--- config.mk ---
export PLATFORM = sky130hd
export DESIGN_NAME = periodic_task_dispatcher
export DESIGN_NICKNAME = d
export VERILOG_FILES = /design/src/rtl/core/ptd_pkg.sv /design/src/rtl/core/periodic_task_dispatcher.sv /design/src/rtl/core/ptd_ctrl.sv /design/src/rtl/core/ptd_datapath.sv
export SDC_FILE = /design/constraint.sdc
export NUM_CORES = 2
export LEC_CHECK = 0
export BUFFER_PORTS_ARGS = -buffer_cell sky130_fd_sc_hd__buf_2
export CAP_MARGIN = 20
export CORE_AREA = 3 3 395 397
export CTS_BUF_LIST = sky130_fd_sc_hd__clkbuf_16
export CTS_CLUSTER_DIAMETER = 60
export DETAILED_ROUTE_END_ITERATION = 8
export DIE_AREA = 0 0 398 400
export PLACE_DENSITY_LB_ADDON = 0.15
export REMOVE_ABC_BUFFERS = 1
export SYNTH_ARGS = -nofsm -noshare
export SYNTH_HDL_FRONTEND = slang
export SYNTH_SLANG_ARGS = --single-unit
--- constraint.sdc ---
create_clock -name clock -period 20.8 [get_ports clock]
set_input_delay 2.08 -clock clock [delete_from_list [all_inputs] [get_ports clock]]
set_output_delay 2.08 -clock clock [all_outputs]
set_load 0.02 [all_outputs]
--- src/rtl/core/ptd_pkg.sv ---
// Shared types and constants for the periodic task dispatcher.
package ptd_pkg;

   localparam int MaxTasks = 16;
   localparam int IdxW     = 4;
   localparam int CountW   = 5;

   localparam logic [1:0] ReqAdd    = 2'd0;
   localparam logic [1:0] ReqMark   = 2'd1;
   localparam logic [1:0] ReqRemove = 2'd2;
   localparam logic [1:0] ReqRun    = 2'd3;

   localparam logic [1:0] EvAdded   = 2'd0;
   localparam logic [1:0] EvFull    = 2'd1;
   localparam logic [1:0] EvExec    = 2'd2;
   localparam logic [1:0] EvDestroy = 2'd3;

   typedef struct packed {
      logic [1:0]         req_type;
      logic [3:0]         slot;
      logic [30:0]        period;
      logic signed [31:0] now_time;
   } req_payload_type;

   typedef struct packed {
      logic [1:0] event_res;
      logic [3:0] slot_res;
      logic       last;
   } rsp_payload_type;

   typedef struct packed {
      logic load;
      logic mark;
      logic add_commit;
      logic walk_step;
      logic walk_finish;
      logic flush;
   } ctl_cmd_type;

   typedef struct packed {
      logic walk_end;
      logic step_event;
      logic out_free;
      logic pend_valid;
   } dp_status_type;

endpackage

--- src/rtl/core/periodic_task_dispatcher.sv ---
// Top level of the periodic task dispatcher: control register, controller and datapath.
//
//   channel  direction  handshake              carries
//   req_     in         req_valid / req_ready  req_payload: type, slot, period, now_time
//   rsp_     out        rsp_valid / rsp_ready  rsp_payload: event, slot, last flag
//   csr_     in         csr_wr_en              csr_wr_data: clock enable bit
//
// One request is in work at a time; an add waits until the result register is free.
// Remove and run pass walk the run list once, one entry per cycle while no step stalls.
// Each run-pass event is held until the next one so the final one can be flagged last;
// a walk step that must emit stalls while the result register is still full.
// Reset is synchronous and empties the task table; the clock enable resets to 0.
module periodic_task_dispatcher
   import ptd_pkg::*;
(
   input  logic            clock,
   input  logic            reset,
   input  logic            req_valid,
   output logic            req_ready,
   input  req_payload_type req_payload,
   output logic            rsp_valid,
   input  logic            rsp_ready,
   output rsp_payload_type rsp_payload,
   input  logic            csr_wr_en,
   input  logic            csr_wr_data
);

   // clock enable: 0 means no time source, every live task runs each pass
   logic clock_enabled_ff, clock_enabled_in;

   ctl_cmd_type   cmd;
   dp_status_type status;

   assign clock_enabled_in = csr_wr_en ? csr_wr_data : clock_enabled_ff;

   always_ff @(posedge clock) begin
      if (reset) begin
         clock_enabled_ff <= 1'b0;
      end else begin
         clock_enabled_ff <= clock_enabled_in;
      end
   end

   // controller: accepts a request and steps the datapath through it
   ptd_ctrl u_ctrl (
      .clock       (clock),
      .reset       (reset),
      .req_valid_i (req_valid),
      .req_type_i  (req_payload.req_type),
      .req_ready_o (req_ready),
      .status_i    (status),
      .cmd_o       (cmd)
   );

   // datapath: slot tables, run list, held event and result register
   ptd_datapath u_datapath (
      .clock           (clock),
      .reset           (reset),
      .clock_enabled_i (clock_enabled_ff),
      .req_payload_i   (req_payload),
      .cmd_i           (cmd),
      .status_o        (status),
      .rsp_valid_o     (rsp_valid),
      .rsp_ready_i     (rsp_ready),
      .rsp_payload_o   (rsp_payload)
   );

endmodule

--- src/rtl/core/ptd_ctrl.sv ---
// Sequencing state machine for the periodic task dispatcher.
module ptd_ctrl
   import ptd_pkg::*;
(
   input  logic          clock,
   input  logic          reset,
   input  logic          req_valid_i,
   input  logic [1:0]    req_type_i,
   output logic          req_ready_o,
   input  dp_status_type status_i,
   output ctl_cmd_type   cmd_o
);

   typedef enum logic [2:0] {
      S_IDLE,
      S_MARK,
      S_ADD,
      S_WALK,
      S_FLUSH
   } state_type;

   state_type state_ff;
   state_type state_in;

   assign req_ready_o = (state_ff == S_IDLE);

   always_comb begin
      state_in = state_ff;
      cmd_o    = '0;
      unique case (state_ff)
         S_IDLE: begin
            if (req_valid_i) begin
               cmd_o.load = 1'b1;
               unique case (req_type_i)
                  ReqAdd:  state_in = S_ADD;
                  ReqMark: state_in = S_MARK;
                  default: state_in = S_WALK;
               endcase
            end
         end
         S_MARK: begin
            cmd_o.mark = 1'b1;
            state_in   = S_IDLE;
         end
         S_ADD: begin
            if (status_i.out_free) begin
               cmd_o.add_commit = 1'b1;
               state_in         = S_IDLE;
            end
         end
         S_WALK: begin
            if (status_i.walk_end) begin
               cmd_o.walk_finish = 1'b1;
               state_in          = S_FLUSH;
            end else if (!status_i.step_event || !status_i.pend_valid ||
                         status_i.out_free) begin
               cmd_o.walk_step = 1'b1;
            end
         end
         S_FLUSH: begin
            if (!status_i.pend_valid) begin
               state_in = S_IDLE;
            end else if (status_i.out_free) begin
               cmd_o.flush = 1'b1;
               state_in    = S_IDLE;
            end
         end
         default: state_in = S_IDLE;
      endcase
   end

   always_ff @(posedge clock) begin
      if (reset) begin
         state_ff <= S_IDLE;
      end else begin
         state_ff <= state_in;
      end
   end

endmodule

--- src/rtl/core/ptd_datapath.sv ---
// Task tables, run list walk and result register for the dispatcher.
module ptd_datapath
   import ptd_pkg::*;
(
   input  logic            clock,
   input  logic            reset,
   input  logic            clock_enabled_i,
   input  req_payload_type req_payload_i,
   input  ctl_cmd_type     cmd_i,
   output dp_status_type   status_o,
   output logic            rsp_valid_o,
   input  logic            rsp_ready_i,
   output rsp_payload_type rsp_payload_o
);

   req_payload_type req_ff, req_in;
   logic [IdxW-1:0] run_order_ff [MaxTasks];
   logic [IdxW-1:0] run_order_in [MaxTasks];
   logic [30:0]     period_ff [MaxTasks];
   logic [30:0]     period_in [MaxTasks];
   logic [31:0]     tick_ff [MaxTasks];
   logic [31:0]     tick_in [MaxTasks];
   logic [CountW-1:0]   count_ff, count_in;
   logic [MaxTasks-1:0] in_use_ff, in_use_in;
   logic [MaxTasks-1:0] kill_ff, kill_in;
   logic [CountW-1:0]   rd_idx_ff, rd_idx_in;
   logic [CountW-1:0]   wr_idx_ff, wr_idx_in;
   logic                pend_valid_ff, pend_valid_in;
   logic [1:0]          pend_ev_ff, pend_ev_in;
   logic [IdxW-1:0]     pend_slot_ff, pend_slot_in;
   logic                rsp_valid_ff, rsp_valid_in;
   rsp_payload_type     rsp_ff, rsp_in;

   logic            out_free;
   logic            walk_end;
   logic            is_run;
   logic [IdxW-1:0] entry;
   logic [31:0]     diff;
   logic            due;
   logic            drop;
   logic            step_event;
   logic [1:0]      step_ev;
   logic [IdxW-1:0] free_slot;
   logic            table_full;

   assign out_free = !rsp_valid_ff || rsp_ready_i;
   assign walk_end = (rd_idx_ff == count_ff);
   assign is_run   = (req_ff.req_type == ReqRun);
   assign entry    = run_order_ff[rd_idx_ff[IdxW-1:0]];

   // signed wrapping age; a negative age is not due unless the period is zero or the clock is off
   assign diff = $unsigned(req_ff.now_time) - tick_ff[entry];
   assign due  = !clock_enabled_i || (period_ff[entry] == '0) ||
                 (!diff[31] && (diff[30:0] > period_ff[entry]));

   assign drop       = is_run ? kill_ff[entry] : (entry == req_ff.slot);
   assign step_event = is_run && !walk_end && (drop || due);
   assign step_ev    = drop ? EvDestroy : EvExec;

   always_comb begin
      free_slot = '0;
      for (int k = MaxTasks - 1; k >= 0; k--) begin
         if (!in_use_ff[k]) free_slot = IdxW'(k);
      end
   end
   assign table_full = &in_use_ff;

   assign status_o.walk_end   = walk_end;
   assign status_o.step_event = step_event;
   assign status_o.out_free   = out_free;
   assign status_o.pend_valid = pend_valid_ff;

   always_comb begin
      req_in        = req_ff;
      run_order_in  = run_order_ff;
      period_in     = period_ff;
      tick_in       = tick_ff;
      count_in      = count_ff;
      in_use_in     = in_use_ff;
      kill_in       = kill_ff;
      rd_idx_in     = rd_idx_ff;
      wr_idx_in     = wr_idx_ff;
      pend_valid_in = pend_valid_ff;
      pend_ev_in    = pend_ev_ff;
      pend_slot_in  = pend_slot_ff;
      rsp_valid_in  = rsp_valid_ff && !rsp_ready_i;
      rsp_in        = rsp_ff;

      if (cmd_i.load) begin
         req_in    = req_payload_i;
         rd_idx_in = '0;
         wr_idx_in = '0;
      end

      if (cmd_i.mark && in_use_ff[req_ff.slot]) begin
         kill_in[req_ff.slot] = 1'b1;
      end

      if (cmd_i.add_commit) begin
         rsp_valid_in = 1'b1;
         if (table_full) begin
            rsp_in = '{event_res: EvFull, slot_res: '0, last: 1'b1};
         end else begin
            in_use_in[free_slot]                 = 1'b1;
            kill_in[free_slot]                   = 1'b0;
            period_in[free_slot]                 = req_ff.period;
            tick_in[free_slot]                   = '0;
            run_order_in[count_ff[IdxW-1:0]]     = free_slot;
            count_in                             = count_ff + 1'b1;
            rsp_in = '{event_res: EvAdded, slot_res: free_slot, last: 1'b1};
         end
      end

      // compacting walk: kept entries are copied down to the write index
      if (cmd_i.walk_step) begin
         rd_idx_in = rd_idx_ff + 1'b1;
         if (drop) begin
            in_use_in[entry] = 1'b0;
            kill_in[entry]   = 1'b0;
         end else begin
            run_order_in[wr_idx_ff[IdxW-1:0]] = entry;
            wr_idx_in                         = wr_idx_ff + 1'b1;
            if (is_run && due && clock_enabled_i) begin
               tick_in[entry] = $unsigned(req_ff.now_time);
            end
         end
         if (step_event) begin
            // the held event goes out once a later one shows it was not last
            if (pend_valid_ff) begin
               rsp_valid_in = 1'b1;
               rsp_in = '{event_res: pend_ev_ff, slot_res: pend_slot_ff, last: 1'b0};
            end
            pend_valid_in = 1'b1;
            pend_ev_in    = step_ev;
            pend_slot_in  = entry;
         end
      end

      if (cmd_i.walk_finish) begin
         count_in = wr_idx_ff;
      end

      if (cmd_i.flush) begin
         rsp_valid_in  = 1'b1;
         rsp_in        = '{event_res: pend_ev_ff, slot_res: pend_slot_ff, last: 1'b1};
         pend_valid_in = 1'b0;
      end
   end

   always_ff @(posedge clock) begin
      if (reset) begin
         count_ff      <= '0;
         in_use_ff     <= '0;
         kill_ff       <= '0;
         rd_idx_ff     <= '0;
         wr_idx_ff     <= '0;
         pend_valid_ff <= 1'b0;
         rsp_valid_ff  <= 1'b0;
      end else begin
         count_ff      <= count_in;
         in_use_ff     <= in_use_in;
         kill_ff       <= kill_in;
         rd_idx_ff     <= rd_idx_in;
         wr_idx_ff     <= wr_idx_in;
         pend_valid_ff <= pend_valid_in;
         rsp_valid_ff  <= rsp_valid_in;
      end
   end

   always_ff @(posedge clock) begin
      req_ff       <= req_in;
      run_order_ff <= run_order_in;
      period_ff    <= period_in;
      tick_ff      <= tick_in;
      pend_ev_ff   <= pend_ev_in;
      pend_slot_ff <= pend_slot_in;
      rsp_ff       <= rsp_in;
   end

   assign rsp_valid_o   = rsp_valid_ff;
   assign rsp_payload_o = rsp_ff;

`ifndef SYNTH
   a_count_matches_live: assert property (@(posedge clock) disable iff (reset)
      cmd_i.walk_finish |=> ($countones(in_use_ff) == count_ff))
      else $error("task count disagrees with live slots after walk");

   a_kill_only_live: assert property (@(posedge clock) disable iff (reset)
      ((kill_ff & ~in_use_ff) == '0))
      else $error("kill flag set on a free slot");

   a_write_behind_read: assert property (@(posedge clock) disable iff (reset)
      (wr_idx_ff <= rd_idx_ff))
      else $error("compaction write index ahead of read index");

   a_no_result_overwrite: assert property (@(posedge clock) disable iff (reset)
      (cmd_i.walk_step && step_event && pend_valid_ff) || cmd_i.flush ||
      cmd_i.add_commit |-> out_free)
      else $error("result register overwritten while full");
`endif

endmodule
== Yosys cells after proc, flatten, opt, wreduce, memory -nomap -nowiden ==
Index checks and enable logic that the tools add are counted.
Word-level totals
  register bits: 1207
  bits of input ports: 75
Operators by class
  $add $sub $neg: 4
  order comparisons: 16
  equality and inequality tests: 11
  mux-type cells: 105
  bitwise logic cells: 15
  reductions and logical operators: 38
Operators by type and width (count)
  $mux 512: 5
  $and 512x512->512: 1
  $bwmux 512: 1
  $not 512->512: 1
  $bwmux 496: 1
  $demux 32 s4: 2
  $mux 64: 4
  $mux 16: 9
  $bmux 32 s4: 1
  $bwmux 64: 2
  $mux 32: 4
  $bmux 31 s4: 1
  $demux 31 s4: 1
  $mux 31: 3
  $mux 4: 20
  $and 16x16->16: 3
  $mux 5: 8
  $mux 7: 5
  $demux 4 s4: 2
  $not 16->16: 2
  $or 16x16->16: 2
  $sub 32x32->32: 1
  $gt 31x31->1: 1
  $logic_not 31->1: 1
  34 further kinds: 108

== Longest topological paths before layout ==
  depth in word-level cells: 29
  depth in mapped cells: 53
  gate-level depth less buffers: 39

== By module ==
A second synthesis with hierarchy kept.
Second synthesis, totals
  cell total of the unflattened synthesis: 5096
  area total of the unflattened synthesis: 54247.0 um2
Modules (own cells, without submodules)
  ptd_datapath: instances 1, cells each 5065, area each 53999.3 um2, sequential area each 29768.6 um2
  ptd_ctrl: instances 1, cells each 28, area each 214.0 um2, sequential area each 60.1 um2
  periodic_task_dispatcher: instances 1, cells each 3, area each 33.8 um2, sequential area each 20.0 um2

== Worst setup path before layout ==
No wires, ideal clock.
  path kind: reg2reg
  from: register u_datapath.rd_idx_ff[2]
  to: register u_datapath.run_order_ff[34] (netlist bit)
  setup time: 0.121 ns
  arrival time: 9.543 ns
  data required time: 20.679 ns
  setup slack: 11.137 ns
  cell stages (with the launch flop): 50
  path buffers: 12
  clock period less this slack: 9.663 ns
  path through: dfxtp_1 -> buf_4 -> mux4_2 -> nand3_1 -> and3_1 -> buf_2 -> inv_1 -> buf_2 -> buf_2 -> buf_2 -> buf_2 -> buf_2 -> buf_1 -> clkbuf_1 -> clkbuf_1 -> clkbuf_1 -> nand2_1 -> a311oi_1 -> [14 not listed] -> o31a_1 -> nand2b_1 -> a21oi_1 -> xnor2_1 -> ha_1 -> nand3_1 -> nor2_1 -> nand2_1 -> nor4_1 -> nand3_1 -> nor3_1 -> a21oi_1 -> nand3b_1 -> o311ai_2 -> a211oi_2 -> buf_2 -> nand3_2 -> mux2_2
RTL lines
  start: declaration: RTL line ptd_datapath.sv:26  | logic [CountW-1:0] rd_idx_ff, rd_idx_in;
  start signal: assignment: RTL line ptd_datapath.sv:163  | rd_idx_ff <= rd_idx_in;
  end signal: assignment: RTL line ptd_datapath.sv:172  | run_order_ff <= run_order_in;
  end: declaration: RTL line ptd_datapath.sv:17  | logic [IdxW-1:0] run_order_ff [MaxTasks];

==> metrics.txt <==
CP endpoint kind=flip-flop; clk root buf=clkbuf_16; Critical Path AT=around 13 ns; Final min period=approximately 13 ns; nets=between 5k and 6k; Crit Path Max Fanout=around 160; status=complete, no violations; Mean Syn Cell Area=roughly 9.8 sq um; die height=approximately 400 um; starting DRC count in detailed routing=between 3k and 4k; hold depth=2; EDFF count, synth=570; share of the synthesized area in the top cell type=0.320; die width=a little under 400 um; vias in the first global route=about 40k; fraction of registers with async set or reset after synthesis=0; slew at the pin closest to its max-slew limit=1.15 ns; hold_buf cts=0; Synth cell types=approximately 80; combinational power share=0.106; max-cap violation count=0; H-Tree Depth=4; HPWL Detailed=slightly above 100,000 um; Tot Pwr=5.52 mW; Final Max Slew Viols=0; RD Place Congestion=0.864; Yosys warning total=0; Int Power=between 4 and 5 mW; CP required=~21 ns; Skew-Pair Late Insertion Delay=~0.8 ns; initial antenna violation count=3; first-pass GRT wire length=roughly 270,000 um; Top-Level Pins=84; synthesized area=around 53,000 sq um; CTS tree=built; Worst VDD drop=70.6 uV; Seq pwr share=0.463; switching power total=around 1.5 mW; Crit Path Class=flip-flop to flip-flop; # resized after CTS=0; I/O Buffers=83; layout cells sized above 1=0.108; Yosys reg bits=around 1.2k; post-CTS setup buffers=0; grt ovf=0; worst relative slew slack=0.232; Net Sw Frac=0.271; floorplan row count=between 100 and 150; r2r worst-path depth=42; DRT Pass-1 Iters=5; routed vias/inst=5.51; Slowest Stage Delay on Critical Path=between 0.8 and 0.9 ns; core region area=about 150,000 sq um; initial core utilization=0.351; # DRC=0; sequential fraction of the synthesis area=0.558; TritonCTS Sinks=approximately 1.2k; setup slack, reg-to-reg=between 8 and 9 ns; Power Density=91.8 nW/um^2; leak pwr=slightly above 20 nW; Critical-path top delay cell=o41ai_1; endpoints failing setup=0; Hold Slack=roughly 0.45 ns; Die Area=159,000 sq um; top area cells in the synthesized netlist=edfxtp_1 32%, dfxtp_1 24%, nand2_1 11%; Startpoint Class=flip-flop; CTS Buf Count=146; largest area contributor in the netlist=edfxtp_1; largest net degree at the start of global routing=~160; Worst-path clk slew=~0.060 ns; type of the worst min-delay path=flip-flop to flip-flop; Post-Synthesis Cells=between 5k and 6k; Post-DRT Antenna Nets=0; Via Count=41.5k; Fin Clk Skew=~0.027 ns; clock group share of total power=0.432; gr usage total=0.228; final WL=~190,000 um; Layout area overhead=12.5%; final cycle utilization of the critical path=0.610; wire per inst=about 25 um; fmax=approximately 79 MHz; Fin. Hold Viols=0; Clock Tree Buf Depth=3; RSZ-0062 raised after global routing=no; crit-path most repeated cell=a21oi_1; Top FF cell, synth=dfxtp_1
==> power by group through the flow <==
stage                     logic (mW)  clock network, mW  registers (mW)
after floorplan                0.356                  0            2.60
after global placement         0.579                  0            2.60
after detailed placement       0.581                  0            2.60
after CTS                      0.583               2.44            2.55
after global routing           0.632               2.53            2.56
final                          0.584               2.38            2.55
==> worst max-delay path, delay by kind of cell (launching register included) <==
family	cells	cell delay (ns)
muxes	1	0.18
buffers and inverters	5	2.22
xor gates and xnor gates	1	0.10
adders and majority gates	3	0.97
DFF	1	0.64
and+or+nand+nor	14	3.91
AOI/OAI and AO/OA	18	4.20
==> logic make-up (layout without fill, tap and decap cells) <==
kind of cell	Yosys count	count (layout)	synth area share
and+or+nand+nor	2218	2218	0.181
DFF	1206	1206	0.558
AOI/OAI and AO/OA	1108	1108	0.131
buffers and inverters	536	551	0.0437
muxes	302	302	0.0624
adders and majority gates	72	72	0.0170
xor gates and xnor gates	40	40	0.00655
other	0	1	0
==> sequential cells by signal, indices dropped and copies added (netlist names) <==
register and cells:
u_datapath.pend_valid_ff 1, clock_enabled_ff 1, u_datapath.rsp_valid_o 1, u_datapath.count_ff 5
u_datapath.pend_ev_ff 1, u_datapath.tick_ff 512, u_datapath.run_order_ff 64, u_datapath.pend_slot_ff 4
u_datapath.period_ff 496, u_datapath.req_ff 69, u_ctrl.state_ff 3, u_datapath.wr_idx_ff 5
u_datapath.kill_ff 16, u_datapath.in_use_ff 16, u_datapath.rsp_payload_o 7, u_datapath.rd_idx_ff 5
==> cells in the mapped netlist (49+ instances only) <==
cell type     n
nor2_1       85
nand3_1     252
a21o_1       49
a21oi_1     185
dfxtp_1     636
buf_2       110
o21ai_1     275
a311oi_1     95
inv_1        77
ha_1         71
clkbuf_1    284
nand2_1    1577
a31oi_1      55
o21ai_0     210
mux2i_1     233
edfxtp_1    570
a221oi_1     96
and3_1       88
==> path summary, 6_finish.rpt <==
kind	startpoint	end
min	u_datapath.tick_ff[244]	u_datapath.tick_ff[244]
max	u_datapath.rd_idx_ff[2]	u_datapath.tick_ff[225]
max reg2reg	u_datapath.rd_idx_ff[2]	u_datapath.tick_ff[225]
min reg2reg	u_datapath.tick_ff[244]	u_datapath.tick_ff[244]
==> placed cells by master (no fill, tap or decap), types with 71 or more instances in the layout <==
cell type	synthesis	final
o21ai_1	275	275
and3_1	88	78
a221oi_1	96	96
inv_1	77	98
clkbuf_16	0	153
nand3_1	252	249
buf_4	21	122
dfxtp_1	636	636
a311oi_1	95	95
a21oi_1	185	185
nor2_1	85	80
nand2_1	1577	1571
mux2i_1	233	233
ha_1	71	71
o21ai_0	210	210
buf_2	110	84
edfxtp_1	570	570
==> through the flow <==
step | area [sq um] | setup TNS [ns] | setup WS, ns | std cells | util
after floorplan | 51400 | -2814.11 | -5.22 | 5025 | -
after global placement | 55600 | 0 | 8.45 | 7265 | 0.365
after detailed placement | 55700 | 0 | 8.36 | 7268 | 0.366
after CTS | 60100 | 0 | 8.34 | 7527 | 0.395
final | 60100 | 0 | 8.11 | 7528 | 0.395
after global routing | 60100 | 0 | 7.58 | 7528 | 0.395
==> cell type report <==
class | count | area [sq um]
inverters | 79 | 320
multi-input cells | 3740 | 21500
fillers | 14800 | 92100
repair buffers | 213 | 1480
well taps | 2030 | 2540
flip-flops and latches | 1206 | 29800
clock buffers | 153 | 3830
diodes | 1 | 2.50
clock inverters | 106 | 619
==> metal layers <==
layer	up-vias	GRT usage	share of wire
li1	19200	-	-
met1	20600	0.314	0.45
met2	1396	0.368	0.46
met3	300	0.0352	0.060
met4	0	0.0724	0.028
met5	-	0	0
No activity file was read; power rests on OpenSTA's default activity.
